$ cat src/rtl/q4q8_pkg.sv
`default_nettype none
package q4q8_pkg;

    localparam int COLUMNS         = 8;
    localparam int HALF_BLOCK_SIZE = 32;
    localparam int PACKS_PER_BLOCK = HALF_BLOCK_SIZE / 4;
    localparam int PACK_W          = $clog2(PACKS_PER_BLOCK);
    localparam int COL_W           = $clog2(COLUMNS);
    localparam int SUM_W           = 17;
    localparam int CFG_W           = 11;
    localparam logic [31:0] QNAN   = 32'h7FC0_0000;

    typedef struct packed {
        logic [31:0] act_low_quad;
        logic [31:0] act_high_quad;
        logic [63:0] weights_cols_0_1;
        logic [63:0] weights_cols_2_3;
        logic [63:0] weights_cols_4_5;
        logic [63:0] weights_cols_6_7;
        logic [15:0] col_scale_low;
        logic [15:0] col_scale_high;
        logic [15:0] act_scale_low;
        logic [15:0] act_scale_high;
    } t_in;

    typedef struct packed {
        logic [2:0]  column;
        logic [31:0] value;
        logic        last;
    } t_out;

    // one finished block pair, handed from the front to the back
    typedef struct packed {
        logic [COLUMNS-1:0][SUM_W-1:0] low_sum;
        logic [COLUMNS-1:0][SUM_W-1:0] high_sum;
        logic [COLUMNS-1:0][15:0]      wscale_low;
        logic [COLUMNS-1:0][15:0]      wscale_high;
        logic [15:0]                   ascale_low;
        logic [15:0]                   ascale_high;
        logic                          last;
    } t_job;

    typedef enum logic [3:0] {
        B_IDLE, B_SCALE, B_MUL, B_LZP, B_NORM, B_ALIGN,
        B_ADD, B_LZS, B_SHIFT, B_ROUND, B_EMIT
    } t_bstate;

endpackage
`default_nettype wire

$ cat src/rtl/q4q8_queue.sv
`default_nettype none
module q4q8_queue (
    input  wire             i_clk,
    input  wire             i_rst_n,
    input  wire             i_push,
    input  q4q8_pkg::t_job  i_job,
    output logic            o_full,
    input  wire             i_pop,
    output logic            o_empty,
    output q4q8_pkg::t_job  o_job
);
    import q4q8_pkg::*;

    t_job       r_mem [2];
    logic       r_wp;
    logic       r_rp;
    logic [1:0] r_cnt;

    assign o_full  = (r_cnt == 2'd2);
    assign o_empty = (r_cnt == 2'd0);
    assign o_job   = r_mem[r_rp];

    always_ff @(posedge i_clk) begin
        if (!i_rst_n) begin
            r_wp  <= 1'b0;
            r_rp  <= 1'b0;
            r_cnt <= '0;
        end else begin
            if (i_push)
                r_wp <= ~r_wp;
            if (i_pop)
                r_rp <= ~r_rp;
            unique case ({i_push, i_pop})
                2'b10:   r_cnt <= r_cnt + 2'd1;
                2'b01:   r_cnt <= r_cnt - 2'd1;
                default: r_cnt <= r_cnt;
            endcase
        end
    end

    always_ff @(posedge i_clk) begin
        if (i_push)
            r_mem[r_wp] <= i_job;
    end

endmodule
`default_nettype wire

$ cat config.mk
export PLATFORM = sky130hd
export DESIGN_NAME = q4q8_queue
export DESIGN_NICKNAME = d
export VERILOG_FILES = /design/src/rtl/q4q8_pkg.sv /design/src/rtl/q4q8_queue.sv
export SDC_FILE = /design/constraint.sdc
export NUM_CORES = 1
export LEC_CHECK = 0
export ABC_AREA = 1
export ABC_CLOCK_PERIOD_IN_PS = 22700
export BUFFER_PORTS_ARGS = -buffer_cell sky130_fd_sc_hd__buf_2
export CAP_MARGIN = 20
export CORE_AREA = 2 2 436 438
export DETAILED_ROUTE_END_ITERATION = 10
export DIE_AREA = 0 0 438 440
export PLACE_DENSITY = 0.46
export SYNTH_ARGS = -nofsm -noshare
export SYNTH_HDL_FRONTEND = slang
export SYNTH_SLANG_ARGS = --single-unit
$ cat constraint.sdc
create_clock -name i_clk -period 22.7 [get_ports i_clk]
set_input_delay 0 -clock i_clk [delete_from_list [all_inputs] [get_ports i_clk]]
set_output_delay 0 -clock i_clk [all_outputs]
set_load 0.1 [all_outputs]
Word level (Yosys, flattened, before mapping)
Memory sizes are Yosys's and may differ from the RTL's. A register that Yosys moved wholly into a read port is not among the register bits.
Index checks and enable logic that the tools add are counted.
{"block": "word_totals", "regBits": 4, "ram_bits": 1122, "inputBits": 565, "out_inout_bits": 563, "wordCells": 18, "memories": 1}
{"block": "classes", "addsub": 2, "eq_ne": 3, "mux": 5, "n_bitwise": 2, "n_reduce_logical": 2}
{"name": "r_mem", "depth": 2, "width": 561, "rd": 1, "rd_clocked_by_memory_dff": 1, "write_ports": 1, "line": "q4q8_queue.sv:14", "rtl": "t_job r_mem [2];"}
{"operator": "2-bit == test, second input constant", "count": 2}
{"operator": "1-bit 2-to-1 mux", "count": 4}
{"operator": "2-bit case mux with 2 select lines", "count": 1}
{"operator": "2-bit by 1-bit adder with 2-bit output, second input constant", "count": 1}
{"operator": "2-bit by 1-bit == test with 1-bit output, second input constant", "count": 1}
{"operator": "2-bit zero test", "count": 1}
{"operator": "1-bit inverter", "count": 2}
{"operator": "2-bit nonzero test", "count": 1}
{"operator": "2-bit by 1-bit subtractor with 2-bit output, second input constant", "count": 1}

Depth between registers and ports, before layout
{"block": "depth", "ltp_word": 3, "depth_mapped": 7, "mapped_depth_nobuf": 7}

Worst setup path before layout
Ideal clock, no wire load.
{"block": "synth_path", "path_kind": "input port to flip-flop", "start": "input port i_push", "end": "memory r_mem[0][0] (netlist name), enable pin", "setup_time_ns": 1.516, "arrival_time_ns": 23.527, "required_time_ns": 21.184, "slack_ns": -2.342, "cell_stages": 2, "path_buffers": 0, "cell_sequence": "inv_1 nor2_1"}
{"block": "synth_between", "elab_chain_len": 2}
{"element": "start: declaration", "line": "q4q8_queue.sv:5", "rtl": "input wire i_push,"}
{"element": "1-bit 2-to-1 mux", "line": "q4q8_queue.sv:42", "rtl": "if (i_push)"}
{"element": "1-bit 2-to-1 mux (implied by the code)", "line": "q4q8_queue.sv:43", "rtl": "r_mem[r_wp] <= i_job;"}
{"element": "end: declaration", "line": "q4q8_queue.sv:14"}
Every way passes these cells.

==> results.yml <==
status:
  status: "complete, no violations"
floorplan:
  die_area_mm2: 0.193
  io_pins: 1128
  fp.dieH_um: 440
  rows: 160
  initial_core_util: 0.216
  die_w_um: 438
  core_area_mm2: 0.189
power_and_ir_drop:
  powerDensity_mw_per_mm2: 88.1
  ir_drop_mv: 0.0629
  power_leakage_uw: 0.0238
  finalPower_uw: 5650
logic_synthesis:
  synth_most_common_cell: "edfxtp_1"
  synthSimpleGateAreaFrac: 0.00200
  ys_seq_area_frac: 0.829
  synth_adder_area_share: 0.000307
  yosysUniqueCellTypes: 13
  yosys-top-cells-count: "edfxtp_1, mux2_2, buf_6, mux2_1, buf_2"
  avgSynthCellArea_um2: 22.9
  synth_xor_area_frac: 0
  synth_area_leaders: "edfxtp_1, mux2_2, buf_6"
  synth_area_mm2: 0.0407
  synth_seq_cells: 1127
  yosys_warnings: 0
  ys_async_sr_fraction: 0
  synthFlopType: "edfxtp_1"
  synth_top_area_frac: 0.827
  yosys.area.top_type: "edfxtp_1"
  netlist_instances: 1780
  synth_compound_area_frac: 0.000246
  synth_mux_area_frac: 0.155
  synth_top_family_by_area: "multiplexers"
  syn-num-nets: 2346
  synth_edf_count: 1122
timing:
  setup_viol: 0
  tightest_slew_ns: 1.40
  hold_viol: 0
  finalSetupTns_ns: 0
  fmax_mhz: 233
  slew_viol_final: 0
  finClkSkew_ns: 0.0240
  maxSlewHeadroom: 0.0683
  finalCriticalPeriod_ns: 4.29
  rsz0062_at_grt: "no"
  worst_slack_ns: 18.41
  period_share: 0.189
placement:
  preCtsSetupSlack_ns: 18.81
  numPortBuffers: 1127
  place.gp.congestion: 0.854
  dp_hpwl_um: 101000
drt:
  drt_iter0_markers: 1536
  drtAntennaViolNets: 0
  firstDrtPassIters: 5
  wl_per_cell_um: 21.0
  drc: 0
  vias: 26055
  avgViaCountPerCell: 3.89
  routed_wl_um: 141000
clock_network:
  cts_buffer_depth: 3
  cts_tree: "yes"
  cts_sinks: 1127
  ctsResizeCount: 0
  root_buffer: "clkbuf_16"
  cts_made_buffers: 130
  h-tree-depth: 4
  clock_latency_ns: 0.78
  clkTransAtPathRegs_ns: 0.05
job:
  maxCapViolations: 0
critical_path:
  cp-end-kind: "output pin"
  reg2reg_from: "r_wp$_SDFFE_PN0P_"
  r2r_cells: 5
  rrSetupSlack_ns: 18.85
  required_ns: 22.70
  regToRegEndpoint: "r_mem[1][504]$_DFFE_PP_"
  worst-setup-path-type: "register to output pin"
  crit_fanout: 145
  worstPathArrival_ns: 4.29
  worstSetupEndpoint: "o_job[364]"
  cp-start-kind: "register"
global_routing:
  grt_overflow: 0
  first_global_vias: 26859
  grt_max_degree: 166
  track_usage: 0.140
  grt_pass1_wl_um: 193000
  antenna_found_initial: 46
cells_and_area:
  post-route-util: 0.340
  layout-drive-gt1-share: 0.442
  syn2layout_area_growth_pct: 57.4
  nNetsFinal: 4650
min_path:
  worst_hold_path_type: "input port to register"
-- placed cells by master, fill, tap and decap left out --
cell type      count
a21oi_1            1
buf_12             5
buf_16             1
buf_2           1127
buf_4             13
bufinv_16          4
clkbuf_1          30
clkbuf_16        134
clkinv_1          28
clkinv_2          13
clkinv_4           2
clkinv_8           1
clkinvlp_4         2
dfxtp_1            4
dfxtp_4            1
diode_2           14
dlygate4sd3_1   1088
edfxtp_1        1122
ha_1               1
inv_1              5
inv_16             3
inv_6              8
inv_8              2
mux2_1            31
mux2_2           530
nand2_1            8
nand4_1            1
nor2_1            11
nor2_4             1
o21ai_0            1
-- cell type report --
type,count,area (um^2)
Fill cell,18479,124000
Multi-Input combinational cell,585,6430
Inverter,6,30.0
Timing Repair Buffer,2234,16800
Antenna cell,14,35.0
Tap cell,2511,3140
Clock inverter,62,480
Clock buffer,164,3470
Sequential cell,1127,33800
-- critical path, stage by stage, from the launching register on --
cell and delay (ns):
dfxtp_4 0.84, buf_12 0.60, buf_4 0.91, mux2_2 0.34, buf_2 0.43
-- worst min path at each step --
stage          startpoint                 endpoint  cells past startpoint  slack [ns]
2_1_floorplan    i_job[0]    r_mem[0][0]$_DFFE_PP_                      0         0.1
5_1_grt        i_job[477]  r_mem[0][477]$_DFFE_PP_                      2        0.04
3_5_place_dp    i_job[59]   r_mem[1][59]$_DFFE_PP_                      1        0.19
3_3_place_gp   i_job[175]  r_mem[0][175]$_DFFE_PP_                      1        0.19
6_report       i_job[319]  r_mem[0][319]$_DFFE_PP_                      2        0.08
4_1_cts        i_job[499]  r_mem[1][499]$_DFFE_PP_                      2       0.002
-- logic make-up (layout without fill, tap and decap cells) --
group                    count (synthesis)  after routing
AND/OR/NAND/NOR                         21             21
AO/OA/AOI/OAI                            2              2
other                                    0             14
multiplexers                           561            561
buffers and inverters                   68           2466
flip-flops                            1127           1127
adder cells (fa/ha/maj)                  1              1
-- stage by stage --
stage	std cells	hold slack, ns	cell area (um^2)
global placement	5374	0.187	49200
floorplan	1780	0.0989	40700
detailed placement	5375	0.191	49300
CTS	6689	0.00182	64100
global route	6696	0.0358	64100
finish	6703	0.0814	64100
-- report_power, final --
group / switching [uW] / internal, uW
Clock: 841 / 1130
Combinational: 924 / 308
Sequential: 29.4 / 2420
-- metal layers --
metal | routed length [um] | up-vias | track usage
li1 | - | 11773 | -
met1 | 57300 | 13142 | 0.170
met2 | 70600 | 920 | 0.236
met3 | 9200 | 218 | 0.0411
met4 | 3670 | 2 | 0.0445
met5 | 13 | - | 0
-- state kept, by name, indices dropped and copies added (netlist names), named ones only --
signal and cells:
r_cnt 2, r_rp 1, r_wp 1, r_mem 1122
-- timing repair --
action / in CTS / in global routing
hold endpoints to repair: 1143 / 0
hold buffers: 1088 / 0
buffers inserted: 0 / 0
No activity file was read; power rests on OpenSTA's default activity.
