`config.mk`:
```
export PLATFORM = sky130hd
export DESIGN_NAME = q4q8_back
export DESIGN_NICKNAME = d
export VERILOG_FILES = /design/src/rtl/q4q8_pkg.sv /design/src/rtl/q4q8_back.sv
export SDC_FILE = /design/constraint.sdc
export NUM_CORES = 2
export LEC_CHECK = 0
export ABC_CLOCK_PERIOD_IN_PS = 12200
export BUFFER_PORTS_ARGS = -buffer_cell sky130_fd_sc_hd__buf_2
export CORE_UTILIZATION = 48
export DETAILED_ROUTE_END_ITERATION = 12
export PLACE_DENSITY = 0.65
export SKIP_CTS_REPAIR_TIMING = 1
export SLEW_MARGIN = 20
export SYNTH_ARGS = -nofsm -noshare
export SYNTH_HDL_FRONTEND = slang
export SYNTH_SLANG_ARGS = --single-unit
```
`constraint.sdc`:
```
create_clock -name i_clk -period 12.2 [get_ports i_clk]
set_clock_uncertainty 0.2 [all_clocks]
set_input_delay 2.44 -clock i_clk [delete_from_list [all_inputs] [get_ports i_clk]]
set_output_delay 2.44 -clock i_clk [all_outputs]
set_load 0.05 [all_outputs]
```
`src/rtl/q4q8_pkg.sv`:
```
`default_nettype none
package q4q8_pkg;

    localparam int COLUMNS         = 8;
    localparam int HALF_BLOCK_SIZE = 32;
    localparam int PACKS_PER_BLOCK = HALF_BLOCK_SIZE / 4;
    localparam int PACK_W          = $clog2(PACKS_PER_BLOCK);
    localparam int COL_W           = $clog2(COLUMNS);
    localparam int SUM_W           = 17;
    localparam int CFG_W           = 11;
    localparam logic [31:0] QNAN   = 32'h7FC0_0000;

    typedef struct packed {
        logic [31:0] act_low_quad;
        logic [31:0] act_high_quad;
        logic [63:0] weights_cols_0_1;
        logic [63:0] weights_cols_2_3;
        logic [63:0] weights_cols_4_5;
        logic [63:0] weights_cols_6_7;
        logic [15:0] col_scale_low;
        logic [15:0] col_scale_high;
        logic [15:0] act_scale_low;
        logic [15:0] act_scale_high;
    } t_in;

    typedef struct packed {
        logic [2:0]  column;
        logic [31:0] value;
        logic        last;
    } t_out;

    // one finished block pair, handed from the front to the back
    typedef struct packed {
        logic [COLUMNS-1:0][SUM_W-1:0] low_sum;
        logic [COLUMNS-1:0][SUM_W-1:0] high_sum;
        logic [COLUMNS-1:0][15:0]      wscale_low;
        logic [COLUMNS-1:0][15:0]      wscale_high;
        logic [15:0]                   ascale_low;
        logic [15:0]                   ascale_high;
        logic                          last;
    } t_job;

    typedef enum logic [3:0] {
        B_IDLE, B_SCALE, B_MUL, B_LZP, B_NORM, B_ALIGN,
        B_ADD, B_LZS, B_SHIFT, B_ROUND, B_EMIT
    } t_bstate;

endpackage
`default_nettype wire

```
`src/rtl/q4q8_back.sv`:
```
`default_nettype none
module q4q8_back (
    input  wire             i_clk,
    input  wire             i_rst_n,
    input  wire             i_empty,
    input  q4q8_pkg::t_job  i_job,
    output logic            o_pop,
    output logic            o_valid,
    input  wire             i_stall,
    output q4q8_pkg::t_out  o_data
);
    import q4q8_pkg::*;

    localparam logic signed [10:0] SENT = -11'sd400;

    function automatic logic [6:0] lead_pos(input logic [78:0] v);
        logic [6:0] p;
        p = '0;
        for (int i = 0; i < 79; i++)
            if (v[i])
                p = 7'(i);
        return p;
    endfunction

    t_bstate             r_state, n_state;
    logic [COL_W-1:0]    r_col;
    logic                r_half;
    logic [31:0]         r_sum [COLUMNS];
    logic                r_ovalid;
    t_out                r_out;

    // scale and product
    logic [21:0]         r_ms;
    logic [5:0]          r_es;
    logic                r_snan, r_sinf, r_ssign;
    logic                r_nneg;
    logic [15:0]         r_nmag;
    logic [37:0]         r_mp;
    logic [5:0]          r_lzp;
    logic                r_pzero;
    // operands
    logic [37:0]         r_pm, r_am;
    logic signed [10:0]  r_pe, r_ae;
    logic                r_ps, r_as;
    logic                r_xnan, r_xinf, r_xsign;
    // sum
    logic [78:0]         r_big, r_small;
    logic                r_bs, r_sm_s;
    logic signed [10:0]  r_ebig;
    logic [78:0]         r_add;
    logic                r_rs;
    logic                r_zsign;
    logic [6:0]          r_lz2;
    logic                r_zero;
    logic [78:0]         r_nm;
    logic signed [10:0]  r_re;

    // combinational helpers
    logic signed [SUM_W-1:0] w_n;
    logic signed [SUM_W-1:0] w_nabs;
    logic [15:0]         w_asc, w_wsc;
    logic [10:0]         w_siga, w_sigw;
    logic [4:0]          w_epa, w_epw;
    logic                w_nana, w_nanw, w_infa, w_infw, w_zeroa, w_zerow;
    logic [31:0]         w_acc;
    logic                w_pnan, w_pinf, w_anan, w_ainf, w_psign;
    logic                w_pbig;
    logic [10:0]         w_d;
    logic [77:0]         w_sfull, w_sshift;
    logic                w_sticky;
    logic [23:0]         w_mant;
    logic [24:0]         w_m25;
    logic signed [10:0]  w_bexp;
    logic [31:0]         w_res;
    logic                w_slot;
    logic                w_emit;
    logic                w_write;

    assign w_n   = $signed(r_half ? i_job.high_sum[r_col] : i_job.low_sum[r_col]);
    assign w_nabs = w_n[SUM_W-1] ? -w_n : w_n;
    assign w_asc = r_half ? i_job.ascale_high : i_job.ascale_low;
    assign w_wsc = r_half ? i_job.wscale_high[r_col] : i_job.wscale_low[r_col];

    assign w_siga  = {|w_asc[14:10], w_asc[9:0]};
    assign w_sigw  = {|w_wsc[14:10], w_wsc[9:0]};
    assign w_epa   = (w_asc[14:10] == '0) ? 5'd1 : w_asc[14:10];
    assign w_epw   = (w_wsc[14:10] == '0) ? 5'd1 : w_wsc[14:10];
    assign w_nana  = (&w_asc[14:10]) && (|w_asc[9:0]);
    assign w_nanw  = (&w_wsc[14:10]) && (|w_wsc[9:0]);
    assign w_infa  = (&w_asc[14:10]) && !(|w_asc[9:0]);
    assign w_infw  = (&w_wsc[14:10]) && !(|w_wsc[9:0]);
    assign w_zeroa = !(|w_asc[14:0]);
    assign w_zerow = !(|w_wsc[14:0]);

    assign w_acc   = r_sum[r_col];
    assign w_pnan  = r_snan || (r_sinf && r_nmag == '0);
    assign w_pinf  = r_sinf && !w_pnan;
    assign w_psign = r_nneg ^ r_ssign;
    assign w_anan  = (&w_acc[30:23]) && (|w_acc[22:0]);
    assign w_ainf  = (&w_acc[30:23]) && !(|w_acc[22:0]);

    // alignment: larger operand stays, smaller one shifts right with sticky
    assign w_pbig  = (r_pe > r_ae) || (r_pe == r_ae && r_pm >= r_am);
    assign w_d     = w_pbig ? 11'(r_pe - r_ae) : 11'(r_ae - r_pe);
    assign w_sfull = {(w_pbig ? r_am : r_pm), 40'b0};
    always_comb begin
        if (w_d >= 11'd78) begin
            w_sshift = '0;
            w_sticky = |w_sfull;
        end else begin
            w_sshift = w_sfull >> w_d[6:0];
            w_sticky = |(w_sfull & ~({78{1'b1}} << w_d[6:0]));
        end
    end

    // round to nearest even
    always_comb begin
        w_mant = r_nm[78:55];
        w_m25  = {1'b0, w_mant} + 25'(r_nm[54] && ((|r_nm[53:0]) || w_mant[0]));
        w_bexp = r_re + 11'sd127 + (w_m25[24] ? 11'sd1 : 11'sd0);
        priority if (r_xnan)
            w_res = QNAN;
        else if (r_xinf)
            w_res = {r_xsign, 8'hFF, 23'b0};
        else if (r_zero)
            w_res = {r_zsign, 31'b0};
        else if (w_bexp >= 11'sd255)
            w_res = {r_rs, 8'hFF, 23'b0};
        else
            w_res = {r_rs, w_bexp[7:0], (w_m25[24] ? w_m25[23:1] : w_m25[22:0])};
    end

    assign w_slot  = !r_ovalid || !i_stall;
    assign w_emit  = (r_state == B_EMIT) && w_slot;
    assign w_write = (r_state == B_ROUND);

    always_comb begin
        n_state = r_state;
        o_pop   = 1'b0;
        unique case (r_state)
            B_IDLE:  if (!i_empty) n_state = B_SCALE;
            B_SCALE: n_state = B_MUL;
            B_MUL:   n_state = B_LZP;
            B_LZP:   n_state = B_NORM;
            B_NORM:  n_state = B_ALIGN;
            B_ALIGN: n_state = B_ADD;
            B_ADD:   n_state = B_LZS;
            B_LZS:   n_state = B_SHIFT;
            B_SHIFT: n_state = B_ROUND;
            B_ROUND: begin
                priority if (!r_half)
                    n_state = B_SCALE;
                else if (r_col != COL_W'(COLUMNS - 1))
                    n_state = B_SCALE;
                else if (i_job.last)
                    n_state = B_EMIT;
                else begin
                    n_state = B_IDLE;
                    o_pop   = 1'b1;
                end
            end
            B_EMIT: begin
                if (w_slot && r_col == COL_W'(COLUMNS - 1)) begin
                    n_state = B_IDLE;
                    o_pop   = 1'b1;
                end
            end
            default: n_state = B_IDLE;
        endcase
    end

    always_ff @(posedge i_clk) begin
        if (!i_rst_n) begin
            r_state  <= B_IDLE;
            r_col    <= '0;
            r_half   <= 1'b0;
            r_ovalid <= 1'b0;
            for (int c = 0; c < COLUMNS; c++)
                r_sum[c] <= '0;
        end else begin
            r_state <= n_state;
            if (w_write) begin
                r_sum[r_col] <= w_res;
                r_half <= ~r_half;
                if (r_half)
                    r_col <= r_col + COL_W'(1);
            end
            if (w_emit) begin
                r_sum[r_col] <= '0;
                r_col <= r_col + COL_W'(1);
            end
            if (w_emit)
                r_ovalid <= 1'b1;
            else if (!i_stall)
                r_ovalid <= 1'b0;
        end
    end

    always_ff @(posedge i_clk) begin
        if (w_emit) begin
            r_out.column <= 3'(r_col);
            r_out.value  <= w_acc;
            r_out.last   <= (r_col == COL_W'(COLUMNS - 1));
        end
        unique case (r_state)
            B_SCALE: begin
                r_ms    <= {11'b0, w_siga} * {11'b0, w_sigw};
                r_es    <= 6'(w_epa) + 6'(w_epw);
                r_snan  <= w_nana || w_nanw || (w_infa && w_zerow) || (w_infw && w_zeroa);
                r_sinf  <= w_infa || w_infw;
                r_ssign <= w_asc[15] ^ w_wsc[15];
                r_nneg  <= w_n[SUM_W-1];
                r_nmag  <= w_nabs[15:0];
            end
            B_MUL: r_mp <= {22'b0, r_nmag} * {16'b0, r_ms};
            B_LZP: begin
                r_lzp   <= 6'(lead_pos({41'b0, r_mp}));
                r_pzero <= (r_mp == '0);
            end
            B_NORM: begin
                r_pm <= r_mp << (6'd37 - r_lzp);
                r_pe <= r_pzero ? SENT
                        : $signed({5'b0, r_es}) - 11'sd50 + $signed({5'b0, r_lzp});
                r_ps <= w_psign;
                r_am <= {(|w_acc[30:23]), w_acc[22:0], 14'b0};
                r_ae <= (w_acc[30:23] == '0) ? SENT : $signed({3'b0, w_acc[30:23]}) - 11'sd127;
                r_as <= w_acc[31];
                r_xnan  <= w_pnan || w_anan || (w_pinf && w_ainf && (w_psign != w_acc[31]));
                r_xinf  <= w_pinf || w_ainf;
                r_xsign <= w_pinf ? w_psign : w_acc[31];
            end
            B_ALIGN: begin
                r_big   <= {1'b0, (w_pbig ? r_pm : r_am), 40'b0};
                r_small <= {1'b0, w_sshift[77:1], w_sshift[0] | w_sticky};
                r_bs    <= w_pbig ? r_ps : r_as;
                r_sm_s  <= w_pbig ? r_as : r_ps;
                r_ebig  <= w_pbig ? r_pe : r_ae;
                r_zsign <= r_ps && r_as;
            end
            B_ADD: begin
                r_add <= (r_bs == r_sm_s) ? r_big + r_small : r_big - r_small;
                r_rs  <= r_bs;
            end
            B_LZS: begin
                r_lz2  <= lead_pos(r_add);
                r_zero <= (r_add == '0);
            end
            B_SHIFT: begin
                r_nm <= r_add << (7'd78 - r_lz2);
                r_re <= r_ebig + $signed({4'b0, r_lz2}) - 11'sd77;
            end
            default: ;
        endcase
    end

    assign o_valid = r_ovalid;
    assign o_data  = r_out;

endmodule
`default_nettype wire

```
### Word-level counts from Yosys, hierarchy flattened

Memory sizes are Yosys's and may differ from the RTL's. A register that Yosys moved wholly into a read port is not among the register bits.
Cells that the tools add are included.

| word-level totals | value |
|---|---|
| RAM bits | 256 |
| bits in read-only memories | 0 |
| memories | 1 |
| latch bits | 0 |
| register bits after elaboration | 535 |
| logic and storage cells | 338 |

| operators by class | value |
|---|---|
| magnitude comparators | 5 |
| shift-type cells | 4 |
| div/mod/pow operators | 0 |
| muxes and demuxes | 172 |
| reductions and logical operators | 67 |
| bitwise logic cells | 7 |
| equal/unequal tests | 18 |
| multipliers | 2 |
| $add $sub $neg | 17 |

Memories:

| name | depth | bits a word | read ports | clocked after Yosys merged registers in | wr ports | line | source |
|---|---|---|---|---|---|---|---|
| r_sum | 8 | 32 | 1 | 1 | 8 | q4q8_back.sv:28 | `logic [31:0] r_sum [COLUMNS];` |

Operators by type and width:

| kind | number |
|---|---|
| 7-bit 2-to-1 mux | 62 |
| 6-bit 2-to-1 mux | 30 |
| 32-bit 2-to-1 mux | 5 |
| 17-bit binary-select mux with 3-bit select | 2 |
| 16-bit binary-select mux with 3-bit select | 2 |
| 16-bit 2-to-1 mux | 5 |
| 78-bit by 78-bit adder with 79-bit output | 1 |
| 79-bit logical NOT | 1 |
| 79-bit 2-to-1 mux | 1 |
| 79-bit by 7-bit left shift with 79-bit output | 1 |
| 78-bit by 78-bit subtractor with 79-bit output | 1 |
| 78-bit bitwise AND | 1 |
| 78-bit inverter | 1 |
| 78-bit OR reduction | 1 |
| 78-bit by 7-bit left shift with 78-bit output (first input constant) | 1 |
| 78-bit by 7-bit right shift with 78-bit output | 1 |
| 38-bit 2-to-1 mux | 2 |
| 54-bit OR reduction | 1 |
| 4-bit 2-to-1 mux | 13 |
| 17-bit 2-to-1 mux | 3 |
| 15-bit OR reduction | 3 |
| 4-bit case mux with 11 select lines | 1 |
| 3-bit 2-to-1 mux | 14 |
| 38-bit >= comparator | 1 |
| 64 further kinds | 138 |

### Depth between registers and ports, before layout

| logic depth | value |
|---|---|
| depth in word-level cells | 77 |
| mapped depth | 36 |
| depth with buffers taken out | 32 |

### Worst setup path after synthesis

OpenSTA, ideal clock, no wires.

| timing | value |
|---|---|
| path kind | reg-to-reg |
| start | register r_state[0] |
| end | register r_big[40], enable pin |
| arrival | 9.355 ns |
| buffers on the path | 1 |
| library setup time | 0.775 ns |
| cell stages (with the launch flop) | 4 |
| path slack | 1.870 ns |
| required time | 11.225 ns |
| cell sequence | dfxtp_1 clkbuf_1 nand2_1 nor3_1 |

| between the ends | value |
|---|---|
| cells in the longest elaborated chain, start to end | 1 |

RTL lines:

| what | line | source |
|---|---|---|
| from (decl) | q4q8_back.sv:25 | `t_bstate r_state, n_state;` |
| from (signal assigned) | q4q8_back.sv:181 | `r_state <= n_state;` |
| 4-bit by 3-bit equality test with 1-bit output | q4q8_back.sv:205 | `unique case (r_state)` |
| to (signal assigned) | q4q8_back.sv:233 | `r_big <= {1'b0, (w_pbig ? r_pm : r_am), 40'b0};` |
| to (decl) | q4q8_back.sv:47 | `logic [78:0] r_big, r_small;` |

Every way passes these cells.
A chain may end at the register's enable or synchronous reset.

### Worst setup path after layout

| timing | value |
|---|---|
| start | register r_col[1] |
| end | register r_ms[19] (data pin) |

| between the ends | value |
|---|---|
| cells in the longest elaborated chain, start to end | 5 |
| elaborated cells between the ends (all ways) | 7 |

RTL lines:

| what | line | source |
|---|---|---|
| from (decl) | q4q8_back.sv:26 | `logic [COL_W-1:0] r_col;` |
| from (signal assigned) | q4q8_back.sv:186 | `r_col <= r_col + COL_W'(1);` |
| from (signal assigned) | q4q8_back.sv:190 | `r_col <= r_col + COL_W'(1);` |
| 16-bit binary-select mux with 3-bit select | q4q8_back.sv:82 | `assign w_wsc = r_half ? i_job.wscale_high[r_col] : i_job.wscale_low[r_col];` |
| 16-bit 2-to-1 mux (implied by the code) | q4q8_back.sv:82 |  |
| 16-bit 2-to-1 mux (*) | q4q8_back.sv:82 |  |
| 5-bit OR reduction | q4q8_back.sv:85 | `assign w_sigw = {\|w_wsc[14:10], w_wsc[9:0]};` |
| 11-bit by 11-bit multiplier with 22-bit output (*) | q4q8_back.sv:207 | `r_ms <= {11'b0, w_siga} * {11'b0, w_sigw};` |
| to (signal assigned) | q4q8_back.sv:207 |  |
| to (decl) | q4q8_back.sv:33 | `logic [21:0] r_ms;` |

Mark *: on every way between the ends. The rest lies on a longest branch, timed or not. The select of a mux whose other input is x is not followed.

==> results.json <==
{
  "outcome": "completed",
  "ys_types": 108,
  "ios": 603,
  "hold_viol_final": 0,
  "tightest_slew_ps": 1250,
  "cts_tree": "done",
  "timing.setup.tns_ps": 0,
  "grt_usage_pct": 34.0,
  "crit_path_top_delay_cell": "a31oi_1",
  "worst-setup-path-type": "flop to flop",
  "avgViaCountPerCell": 6.02,
  "synthesis.nets": 8320,
  "die-area_sq_um": 144000,
  "holdWs_ps": 343,
  "finalCriticalPeriod_ps": 8800,
  "required_ps": 12470,
  "dr.pass1.iters": 9,
  "cp.arrival_ps": 9070,
  "syn-cell-area_sq_um": 68300,
  "crit_top_cell": "inv_1",
  "period_share_pct": 72.2,
  "path_buf_inv": 7,
  "cts-root-buf": "clkbuf_16",
  "synth_area_leader_cell": "edfxtp_1",
  "min-delay-start": "r_small[0]",
  "max-clock-path-buffers": 3,
  "die_h_microns": 379,
  "routedWlPerCell_microns": 26.1,
  "ir_drop_v": 0.00115,
  "grt_overflow": 0,
  "leakage_uw": 0.0304,
  "final_net_count": 8719,
  "cp-start-kind": "flop",
  "first_global_vias": 55700,
  "cts_inserted_buffers": 87,
  "grt_max_degree": 80,
  "drcViolationCount": 0,
  "coreArea_sq_um": 141000,
  "cts_sinks": 790,
  "crit_start": "r_col[1]",
  "power.density_nw_per_um2": 371,
  "die_w_microns": 379,
  "synth_top_area_share_pct": 34.2,
  "synth_area_leaders": "edfxtp_1 34%, fa_1 11%, mux4_2 6.2%, ha_1 6.0%, nor2_1 4.6%",
  "syn2layout_area_growth_pct": 11.8,
  "start_util_pct": 48.3,
  "worstHoldPathType": "flop to flop",
  "r2r_start": "r_col[1]",
  "htreeDepth": 3,
  "antenna_found_initial": 35,
  "wirelength_mm": 247,
  "num_vias": 56900,
  "gp_congestion": 1.03,
  "grt_pass1_wl_mm": 361,
  "crit_family": "compound AO/OA/AOI/OAI gates",
  "worstSetupEndpointType": "flop",
  "syn_inst": 7061,
  "numPortBuffers": 602,
  "rsz0062_at_grt": "no",
  "synth.yosys.warnings": 0,
  "slew-limit-headroom_pct": 16.3,
  "drv_slew": 0,
  "yosysSeqAreaShare_pct": 34.5,
  "drtIter0Drc": 5511,
  "drive_gt1_share_pct": 16.9,
  "slowest_delay_ps": 800,
  "row_count": 138,
  "setup_viol": 0,
  "drv_cap": 0,
  "synth_ff_type": "edfxtp_1",
  "clk_pin_slew_worst_paths_ps": 60,
  "synth_edf_count": 778,
  "clock_latency_ps": 730,
  "fill_cells": 12700,
  "synth-seq-cells": 790,
  "ant_nets": 0,
  "syn-mean-instance-area_sq_um": 9.68,
  "fmax_mhz": 114,
  "dp_hpwl_mm": 193,
  "path_max_fanout": 44,
  "ys_async_sr_fraction_pct": 0
}
==> kinds of logic after synthesis <==
| family | count (synthesis) | synth area share (%) |
|---|---|---|
| and+or+nand+nor | 2397 | 15.7 |
| muxes | 505 | 11.1 |
| AOI/OAI and AO/OA | 1449 | 13.5 |
| adders and majority gates | 694 | 16.7 |
| xor gates and xnor gates | 211 | 2.73 |
| DFF | 790 | 34.5 |
| buffers and inverters | 1015 | 5.73 |
==> sequential cells by signal, indices dropped and copies added, names as in the netlist, 7 cells and up, named ones only <==
signal,cells
o_data,36
r_add,79
r_ae,10
r_am,24
r_big,38
r_ebig,10
r_lz2,7
r_mp,38
r_ms,22
r_nm,79
r_nmag,16
r_pe,9
r_pm,38
r_re,11
r_small,78
r_sum,256
==> power breakdown <==
group / internal [uW] / total (uW) / switching [uW]
sequential: 4350 / 4630 / 282
combinational: 9370 / 20900 / 11600
clock: 1580 / 2750 / 1180
==> cells in the final DEF, fill, tap and decap left out, types with 201 or more instances in the layout <==
master and count:
mux2i_1 201, nand2_1 821, o21ai_0 328, ha_1 328, inv_1 604, nor2_1 828, fa_1 364, buf_2 602
edfxtp_1 778, a21oi_1 404
==> layout make-up <==
type | count | area (sq um) | share of cell area [%]
flip-flops and latches | 790 | 23600 | 30.9
repair buffers | 719 | 3900 | 5.11
inverters | 606 | 2270 | 2.98
diodes | 31 | 77.6 | 0.102
well taps | 1890 | 2360 | 3.10
clock inverters | 54 | 771 | 1.01
clock buffers | 104 | 2240 | 2.93
multi-input cells | 5256 | 41100 | 53.8
==> metrics by stage <==
step	instances	total power, uW	cell area, sq um	setup slack (ps)	utilization (%)
after global placement	9261	25000	73300	2780	51.8
after CTS	9419	28400	76300	3490	53.9
final	9450	28300	76400	3400	54.0
after floorplan	7061	21100	68300	1870	-
after global routing	9439	31200	76300	2790	54.0
after detailed placement	9261	25500	73300	2780	51.8
==> routing by layer <==
metal	global-route usage [%]	vias to the layer above	routed length, microns
li1	-	25900	-
met1	40.0	28100	91600
met2	58.1	2394	121000
met3	6.07	495	17600
met4	19.9	10	15900
met5	0.583	-	162
==> worst paths after layout <==
| check | end | cells after the start | slack, ps |
|---|---|---|---|
| worst max-delay path | r_ms[19] | 33 | 3400 |
| worst min-delay path | r_add[0] | 0 | 340 |
| worst max register to register | r_ms[19] | 33 | 3400 |
| worst min register to register | r_add[0] | 0 | 340 |
==> cells in the mapped netlist (all sizes together) (55+ instances only) <==
cell and count:
mux2 113, a211oi 120, ha 330, xor2 67, clkbuf 306, mux4 188, o21ai 365, nor2b 64
mux2i 204, nor3 97, nor4 74, edfxtp 778, a22oi 63, buf 103, a31oi 55, nand2 825
a21oi 408, nand3 113, nor2 837, fa 364, xnor2 144, inv 605, and2 167
Note: power is estimated with default switching activity, not from simulation.
